[src/hdl/psh_pkg.sv]
`default_nettype none
// ----------------------------------------------------------------------------
// psh_pkg
// Shared types and constants for the program counter sampling histogram:
// field widths, register indexes, operation codes and the command and
// status groups between the controller and the datapath.
// ----------------------------------------------------------------------------
package psh_pkg;

    localparam int PC_W        = 32;
    localparam int CNT_W       = 32;
    localparam int READ_BIN_W  = 12;
    localparam int BINS_CFG_W  = 13;
    localparam int CFG_IDX_W   = 2;
    localparam int CFG_DATA_W  = 32;
    localparam int DIV_STEPS   = 32;
    localparam int DIV_CNT_W   = 5;

    localparam logic [CFG_DATA_W-1:0] GRAN_RESET = 32'd16;
    localparam logic [BINS_CFG_W-1:0] BINS_RESET = 13'd4096;

    localparam logic OP_RECORD = 1'b0;
    localparam logic OP_READ   = 1'b1;

    typedef enum logic [CFG_IDX_W-1:0] {
        REG_BASE = 2'd0,
        REG_GRAN = 2'd1,
        REG_BINS = 2'd2
    } cfg_reg_t;

    typedef struct packed {
        logic load;
        logic clear_step;
        logic div_step;
        logic count_record;
        logic latch_value;
        logic mem_write;
        logic load_result;
    } psh_cmd_t;

    typedef struct packed {
        logic clear_done;
        logic div_done;
        logic is_read;
        logic in_range;
        logic out_free;
    } psh_status_t;

endpackage
`default_nettype wire

[src/hdl/psh_ctrl.sv]
`default_nettype none
// ----------------------------------------------------------------------------
// psh_ctrl
// Controller: clearing pass after reset, then one word at a time through
// divide and range check (records), bin read or read-modify-write, result load.
// ----------------------------------------------------------------------------
module psh_ctrl (
    input  wire logic                  clk,
    input  wire logic                  rst_n,
    input  wire logic                  sample_valid,
    input  wire logic                  sample_operation,
    output logic                       sample_ready,
    input  wire psh_pkg::psh_status_t  status,
    output psh_pkg::psh_cmd_t          cmd
);
    typedef enum logic [6:0] {
        S_CLEAR  = 7'b0000001,
        S_IDLE   = 7'b0000010,
        S_DIV    = 7'b0000100,
        S_CHECK  = 7'b0001000,
        S_READ   = 7'b0010000,
        S_UPDATE = 7'b0100000,
        S_RESP   = 7'b1000000
    } state_t;

    state_t state_reg;
    state_t state_next;

    always_ff @(posedge clk or negedge rst_n)
    begin
        if (!rst_n)
        begin
            state_reg <= S_CLEAR;
        end
        else
        begin
            state_reg <= state_next;
        end
    end

    always_comb
    begin
        state_next   = state_reg;
        cmd          = '0;
        sample_ready = 1'b0;
        unique case (state_reg)
            S_CLEAR:
            begin
                cmd.clear_step = 1'b1;
                if (status.clear_done)
                begin
                    state_next = S_IDLE;
                end
            end
            S_IDLE:
            begin
                sample_ready = 1'b1;
                if (sample_valid)
                begin
                    cmd.load   = 1'b1;
                    state_next = (sample_operation == psh_pkg::OP_READ) ? S_READ : S_DIV;
                end
            end
            S_DIV:
            begin
                cmd.div_step = 1'b1;
                if (status.div_done)
                begin
                    state_next = S_CHECK;
                end
            end
            S_CHECK:
            begin
                cmd.count_record = 1'b1;
                state_next       = status.in_range ? S_READ : S_RESP;
            end
            S_READ:
            begin
                state_next = S_UPDATE;
            end
            S_UPDATE:
            begin
                cmd.latch_value = 1'b1;
                cmd.mem_write   = !status.is_read;
                state_next      = S_RESP;
            end
            S_RESP:
            begin
                if (status.out_free)
                begin
                    cmd.load_result = 1'b1;
                    state_next      = S_IDLE;
                end
            end
            default:
            begin
                state_next = S_IDLE;
            end
        endcase
    end

`ifndef SYNTHESIS
    a_check_after_div: assert property (@(posedge clk) disable iff (!rst_n)
        state_reg == S_CHECK |-> $past(state_reg) == S_DIV)
        else $error("Range check entered without a finished divide.");

    a_write_only_record: assert property (@(posedge clk) disable iff (!rst_n)
        cmd.mem_write |-> $past(state_reg) == S_READ && !status.is_read)
        else $error("Bin write outside a record read-modify-write.");
`endif

endmodule
`default_nettype wire

[config.mk]
export PLATFORM = sky130hd
export DESIGN_NAME = psh_ctrl
export DESIGN_NICKNAME = d
export VERILOG_FILES = /design/src/hdl/psh_pkg.sv /design/src/hdl/psh_ctrl.sv
export SDC_FILE = /design/constraint.sdc
export NUM_CORES = 1
export LEC_CHECK = 0
export ABC_AREA = 0
export BUFFER_PORTS_ARGS = -buffer_cell sky130_fd_sc_hd__buf_2
export CAP_MARGIN = 0
export CORE_AREA = 2 2 39 41
export DETAILED_ROUTE_END_ITERATION = 8
export DIE_AREA = 0 0 41 43
export GPL_ROUTABILITY_DRIVEN = 1
export PLACE_DENSITY = 0.67
export SLEW_MARGIN = 20
export SYNTH_ARGS = -nofsm -noshare
export SYNTH_HDL_FRONTEND = slang
export SYNTH_SLANG_ARGS = --single-unit
[constraint.sdc]
create_clock -name clk -period 1.75 [get_ports clk]
set_input_delay 0.35 -clock clk [delete_from_list [all_inputs] [get_ports clk]]
set_output_delay 0.35 -clock clk [all_outputs]
set_load 0.05 [all_outputs]
==> results.cfg, run 1 <==
[outcome]
status = finished with violations
violations = setup timing

[floorplanning]
initial_core_util = 0.387
num_rows = 14
dieArea_sq_mm = 0.00176
die_h_um = 43
die_width_um = 41
io_pins = 17
core-area_sq_mm = 0.00138

[synth]
netlist_instances = 57
yosys_warnings = 0
synth-edff-count = 0
syn_nets = 66
ys_seq_area_frac = 0.329
synth_area_sq_um = 536
yosysMostFrequentCell = nor2_1
synth-async-reset-ratio = 1.00
ys.flop_type = dfrtp_1
synth_seq_cells = 7
synth_common_cells = nor2_1, dfrtp_1, inv_1
synth_top_area_frac = 0.280
synth_top_cell_by_area = dfrtp_1
yosys-top-cells-area = dfrtp_1, nor2_1, dfstp_2, o221ai_4, nor4b_4
synth.avg_cell_area_sq_um = 9.39
synth.distinct_cells = 33

[place]
dp.cells = 95
hpwl_um = 1010
dpl_cell_area_sq_um = 691
port_buffers = 16
place_congestion = 0.816

[critical_path]
rr_worst_depth = 7
crit_type = reg -> out
cp_data_required_time_ns = 1.40
critPathLaunchType = flop
crit_fanout = 4
critPathCaptureType = output port
r2r_slack_ns = 0.08
cp.arrival_ns = 1.48
r2r-start = state_reg[4]$_DFFE_PN0P_
r2r-end = state_reg[2]$_DFFE_PN0P_

[sta]
max_freq_ghz = 0.547
setup-violations-final = 6
min_period_ns = 1.83
slew_viol_final = 0
tns_ns = -0.249
finClkSkew_ns = 0.000521
fin_ws_ns = -0.0790
slew_headroom = 0.768
worst-slew-pin-transition_ns = 0.347
holdWs_ns = 0.217
hold_viol = 0
rsz0062_at_grt = true
min_period_over_period = 1.05

[global_routing]
track_usage = 0.203
grt_max_degree = 9
grt_pass1_wl_um = 2380
grt_use_met1 = 0.241
antenna_found_initial = 0
top_usage_layer = met2
grt_util_met3 = 0.0681
grt_util_met2 = 0.331
overflow = 0
grt_pass1_vias = 514

[clock_tree]
root_buffer = clkbuf_4
htree_levels = 1
cts.clk_slew.worst_paths_ns = 0.06
clockBufferDepth = 2
insertion_delay_ns = 0.27
cts_tree = built
cts.sinks = 7
cts_made_buffers = 3

[cells_and_area]
multiInputGateArea_sq_um = 380
fillers = 122
largest_reg_flops = 7
drive_above_1_share = 0.667
fin_nets = 100
final_cell_area_sq_um = 883
syn_to_final_growth_pct = 65.0
diodes = 0
final_core_util = 0.638
layout.cells.non_filler = 106
seq_area_sq_um = 180

[pwr]
vdd.ir_drop.worst_mv = 1.00
leakage_uw = 0.000384
powerDensity_mw_per_mm2 = 1720

[min_path]
min_path_type = in -> reg
min_to = state_reg[0]$_DFFE_PN1P_
worstHoldPathCells = 2
min_from = status[4]

[job]
max-cap-violations = 0

[route]
ant_nets = 0
drt_pass1_iterations = 4
wl_um = 1470
wl_per_cell_um = 13.9
drc = 0
dr.first_iter.drc_count = 7
vias_per_cell = 5.23
vias = 554
## how the worst max path moves through the flow
stage                        startpoint  endpoint
3_3_place_gp   state_reg[6]$_DFFE_PN0P_    cmd[6]
3_5_place_dp   state_reg[6]$_DFFE_PN0P_    cmd[6]
2_1_floorplan  state_reg[1]$_DFFE_PN0P_    cmd[2]
6_report       state_reg[5]$_DFFE_PN0P_    cmd[6]
5_1_grt        state_reg[5]$_DFFE_PN0P_    cmd[6]
4_1_cts        state_reg[4]$_DFFE_PN0P_    cmd[4]
## layer usage
metal / vias up / wire (um)
li1: 274 / -
met4: 0 / 17
met3: 3 / 60
met1: 263 / 610
met2: 14 / 780
met5: - / 0
## power by group
part / internal (uW) / switching, uW / total (uW)
logic: 507 / 567 / 1070
clock network: 88.0 / 75.2 / 163
registers: 212 / 70.4 / 282
## worst max-delay path: stages (launching register included)
cell,delay (ns)
dfrtp_1,0.43
nor3_4,0.29
nand4_2,0.14
clkinv_2,0.09
and2_4,0.14
buf_8,0.13
## cells by family (layout without fill, tap and decap cells)
kind of cell | after synthesis | after routing | synth area share
DFF | 7 | 7 | 0.329
AOI/OAI and AO/OA | 9 | 9 | 0.178
xor gates and xnor gates | 1 | 1 | 0.0164
and+or+nand+nor | 32 | 32 | 0.395
buffers and inverters | 7 | 40 | 0.0631
muxes | 1 | 1 | 0.0187
## final cells by class
type                    instances  share of cell area
repair buffers                 30               0.286
inverters                       6              0.0269
multi-input cells              43               0.431
flip-flops and latches          7               0.204
well taps                      16              0.0227
clock buffers                   4              0.0297
## cell usage in the layout (no fill, tap or decap), types with 2 or more instances in the layout
master,synthesis,final
buf_2,0,8
buf_4,0,11
buf_6,1,8
buf_8,0,2
clkbuf_4,0,3
dfrtp_1,6,3
dfrtp_2,0,3
inv_1,5,3
inv_2,0,2
nand2_1,4,3
nand2_2,1,2
nand3_2,1,2
nor2_1,10,5
nor2_2,0,4
nor3_4,0,2
nor3b_1,2,2
## repair_timing
action / 4_1_cts / 5_1_grt
pin swaps: 7 / 1
hold buffers: 1 / 0
hold endpoints to repair: 6 / 0
gates resized for setup: 28 / 7
endpoints found under the setup margin: 8 / 8
setup buffers: 5 / 1
## metrics by stage
stage,worst slack [ns],total power [uW]
after floorplan,-0.168,878
after global placement,0.0988,1090
after detailed placement,0.0979,1100
after CTS,-0.0751,1450
after global routing,-0.135,1610
final,-0.0790,1520
No activity file was read; power rests on OpenSTA's default activity.
==> inputs of run 2 (changes only) <==
PLACE_DENSITY = 0.65   (was 0.67)
SETUP_SLACK_MARGIN = 0.3   (was unset)
==> run 2 against run 1 <==
Net effect:
- the run still ends with setup timing left
- sequential power up 5%
- power up 21%
- critical endpoint unchanged
- clock skew up 0.0043 ns
==> results.cfg, run 2 (synthesis gave the netlist of run 1 again) <==
[clock_tree]
cts.sinks = 7
htree_levels = 1
insertion_delay_ns = 0.26
root_buffer = clkbuf_4
cts_made_buffers = 3
cts.clk_slew.worst_paths_ns = 0.06
clockBufferDepth = 2
cts_tree = built

[cells_and_area]
diodes = 0
fillers = 100
syn_to_final_growth_pct = 89.3
fin_nets = 108
multiInputGateArea_sq_um = 429
drive_above_1_share = 0.745
final_common_cell = buf_4
layout_common_cells = buf_4, buf_2
seq_area_sq_um = 183
layout.cells.non_filler = 114
largest_reg_flops = 7

[sta]
tns_ns = -0.402
fin_ws_ns = -0.0750
slew_headroom = 0.766
setup-violations-final = 7
slew_viol_final = 0
hold_viol = 0
worst-slew-pin-transition_ns = 0.349
finClkSkew_ns = 0.00485
max_freq_ghz = 0.548
min_period_ns = 1.82
min_period_over_period = 1.04
holdWs_ns = 0.238
rsz0062_at_grt = true

[min_path]
min_path_type = in -> reg

[critical_path]
critPathCaptureType = output port
crit_type = reg -> out
cp_data_required_time_ns = 1.40
cp.arrival_ns = 1.47
crit_fanout = 4
cp_slowest_cell = dfrtp_2
critPathMaxStageDelay_ns = 0.45
critPathLaunchType = flop
crit_chain = nor3_4 -> nand4_4 -> clkinv_4 -> and2_4 -> buf_8

[outcome]
violations = setup timing
status = finished with violations

[route]
routed.top_layer = met4
vias = 584
dr.first_iter.drc_count = 6
ant_nets = 0
wl_met3_um = 57
routed-wl-met2_um = 890
vias_per_cell = 5.12
wl_um = 1670
wl_per_cell_um = 14.6
wl_met1_um = 680
drt_pass1_iterations = 4
drc = 0

[place]
post-place-ws_ns = 0.0746
place_congestion = 0.793
port_buffers = 16
hpwl_um = 1110
dp.cells = 96

[global_routing]
antenna_found_initial = 0
grt_pass1_wl_um = 2480
track_usage = 0.216
overflow = 0
grt_max_degree = 9
grt_pass1_vias = 572

[pwr]
vdd.ir_drop.worst_mv = 1.27
finalPower_uw = 1840
powerDensity_mw_per_mm2 = 1820
leakage_uw = 0.000427

[job]
max-cap-violations = 0

[floorplanning]
die_h_um = 43
initial_core_util = 0.387
num_rows = 14
io_pins = 17
core-area_sq_mm = 0.00138
dieArea_sq_mm = 0.00176
die_width_um = 41
[run 2: per-stage QoR]
step / utilization / cell area, sq um
finish: 0.732 / 1010
global route: 0.732 / 1010
CTS: 0.693 / 960
detailed placement: 0.539 / 746
global placement: 0.539 / 746
floorplan: - / 597
[run 2: path summary, 6_finish.rpt]
check / from / to / slack, ns / cells past startpoint
worst max-delay path: state_reg[4]$_DFFE_PN0P_ / cmd[6] / -0.07 / 5
worst min-delay path: status[4] / state_reg[0]$_DFFE_PN1P_ / 0.24 / 2
worst max register to register: state_reg[5]$_DFFE_PN0P_ / state_reg[4]$_DFFE_PN0P_ / 0.23 / 6
worst min register to register: state_reg[0]$_DFFE_PN1P_ / state_reg[0]$_DFFE_PN1P_ / 0.58 / 2
max in group asynchronous: rst_n / state_reg[0]$_DFFE_PN1P_ / 1.07 / 2
min in group asynchronous: rst_n / state_reg[5]$_DFFE_PN0P_ / 0.45 / 2
[run 2: per-layer routing]
layer  vias to the layer above  track usage
li1                        292            -
met1                       268        0.251
met2                        20        0.363
met3                         4       0.0314
met4                         0        0.100
met5                         -            0
[run 2: worst max-delay path: cells and delay by family, from the launching register on]
family | cells | cell delay [ns]
simple gates | 3 | 0.56
flops | 1 | 0.45
buf+inv | 2 | 0.22
[run 2: report_power, final]
group | switching (uW) | leakage [uW] | internal (uW) | total, uW
combinational | 669 | 0.000330 | 726 | 1400
sequential | 80.4 | 0.0000824 | 215 | 296
clock | 65.5 | 0.0000150 | 87.4 | 153
[run 2: layout make-up]
| cell class | count | share of cell area |
|---|---|---|
| tap | 16 | 0.0198 |
| sequential | 7 | 0.180 |
| inverter | 6 | 0.0309 |
| clock buffer | 4 | 0.0259 |
| timing repair buffer | 38 | 0.320 |
| multi-input combinational | 43 | 0.423 |
[run 2: timing repair]
| action | in CTS | in global routing |
|---|---|---|
| endpoints found under the hold margin | 6 | 0 |
| hold buffers | 1 | 0 |
| endpoints found under the setup margin | 12 | 12 |
| buffers inserted | 10 | 3 |
| gates resized for setup | 29 | 7 |
| pin swaps | 7 | 1 |
==> inputs of run 3 (changes only) <==
MAX_ROUTING_LAYER = met4   (was unset)
==> run 3 against run 2 <==
Net effect:
- the flow still finishes with violations (setup timing)
- sequential cell count unchanged
- combinational power about the same
- register-to-register slack about the same
- global-route usage increased by 0.64 points
- die area unchanged
- power about the same
- clock skew about the same
- via count increased by 0.34%
- clock power about the same
- highest routed layer unchanged
==> results.cfg, run 3 (synthesis gave the netlist of run 1 again) <==
[critical_path]
crit_chain = nor3_4 -> nand4_4 -> clkinv_4 -> and2_4 -> buf_8
rr_worst_depth = 6
cp_slowest_cell = dfrtp_2
r2r-end = state_reg[4]$_DFFE_PN0P_
crit_type = reg -> out
r2r-start = state_reg[5]$_DFFE_PN0P_
critPathLaunchType = flop
critPathCaptureType = output port
crit_fanout = 4
r2r_slack_ns = 0.22
cp_data_required_time_ns = 1.40
critPathMaxStageDelay_ns = 0.45
cp.arrival_ns = 1.48

[clock_tree]
cts.sinks = 7
clockBufferDepth = 2
cts.clk_slew.worst_paths_ns = 0.06
insertion_delay_ns = 0.26
root_buffer = clkbuf_4
cts_made_buffers = 3
htree_levels = 1
cts_tree = built

[sta]
fin_ws_ns = -0.0780
hold_viol = 0
setup-violations-final = 7
max_freq_ghz = 0.547
slew_viol_final = 0
slew_headroom = 0.770
finClkSkew_ns = 0.00477
rsz0062_at_grt = true
worst-slew-pin-transition_ns = 0.342
min_period_over_period = 1.04
min_period_ns = 1.83

[pwr]
comb_power_share = 0.756
p_sw_uw = 816
vdd.ir_drop.worst_mv = 1.27
leakage_uw = 0.000427
finalPower_uw = 1840
seq_power_share = 0.161
power_frac_clock = 0.083
powerDensity_mw_per_mm2 = 1820
sw_frac_of_total = 0.442
p_int_uw = 1030

[route]
dr.first_iter.drc_count = 6
drc = 0
ant_nets = 0
vias = 586
drt_pass1_iterations = 4
wl_per_cell_um = 14.6
vias_per_cell = 5.14
wl_um = 1660

[cells_and_area]
fin_nets = 108
layout_common_cells = buf_4, buf_2
syn_to_final_growth_pct = 89.3
drive_above_1_share = 0.745
largest_reg_flops = 7
diodes = 0
final_common_cell = buf_4

[floorplanning]
core-area_sq_mm = 0.00138
io_pins = 17
dieArea_sq_mm = 0.00176
num_rows = 14
die_width_um = 41
die_h_um = 43
initial_core_util = 0.387

[place]
post-place-ws_ns = 0.0746
hpwl_um = 1110
port_buffers = 16
place_congestion = 0.805

[min_path]
min_path_type = in -> reg
worstHoldPathCells = 2
min_to = state_reg[0]$_DFFE_PN1P_
min_from = status[4]

[global_routing]
grt_max_degree = 9
grt_pass1_vias = 570
antenna_found_initial = 0
overflow = 0
grt_pass1_wl_um = 2500
track_usage = 0.222

[outcome]
status = finished with violations
violations = setup timing

[job]
max-cap-violations = 0
run 3: timing repair:
action                                 in CTS  in global routing
setup buffers                              10                  3
gates resized for setup                    29                  7
endpoints found under the hold margin       6                  0
pin swaps                                   7                  1
hold buffers                                1                  0
setup endpoints to repair                  12                 12
run 3: how the worst max path moves through the flow:
stage                                         from  cells past startpoint      to
after CTS                 state_reg[5]$_DFFE_PN0P_                      5  cmd[6]
after floorplan           state_reg[1]$_DFFE_PN0P_                      3  cmd[1]
after global routing      state_reg[4]$_DFFE_PN0P_                      5  cmd[6]
final                     state_reg[4]$_DFFE_PN0P_                      5  cmd[6]
after global placement    state_reg[2]$_DFFE_PN0P_                      4  cmd[3]
after detailed placement  state_reg[2]$_DFFE_PN0P_                      5  cmd[6]
run 3: critical path, delay by kind of cell (launching register included):
kind          cells  cell delay (ns)
simple gates      3             0.57
flops             1             0.45
buf+inv           2             0.22
run 3: power groups by stage:
stage	combinational (uW)	sequential (uW)	clock, uW
after floorplan	669	284	0
after global placement	878	305	0
final	1390	296	153
after global routing	1470	308	165
after detailed placement	885	308	0
after CTS	1280	294	157
run 3: layout make-up:
cell class / count / area (sq um)
multi-input combinational: 43 / 429
fill: 100 / 370
timing repair buffer: 38 / 324
sequential: 7 / 183
inverter: 6 / 31.3
clock buffer: 4 / 26.3
tap: 16 / 20.0
run 3: stage by stage:
step | std cells | util | instance area [sq um] | TNS, ns | hold slack (ns)
6_report | 114 | 0.732 | 1010 | -0.425 | 0.238
5_1_grt | 114 | 0.732 | 1010 | -0.832 | 0.257
4_1_cts | 111 | 0.693 | 960 | -0.497 | 0.223
3_5_place_dp | 96 | 0.539 | 746 | 0 | 0.198
3_3_place_gp | 96 | 0.539 | 746 | 0 | 0.195
2_1_floorplan | 57 | - | 597 | 0 | 0.0544
run 3: routing by layer:
layer | routed length (um) | global-route usage
met5 | 0 | -
met4 | 40 | 0.100
met3 | 71 | 0.0314
met2 | 893 | 0.363
met1 | 656 | 0.254
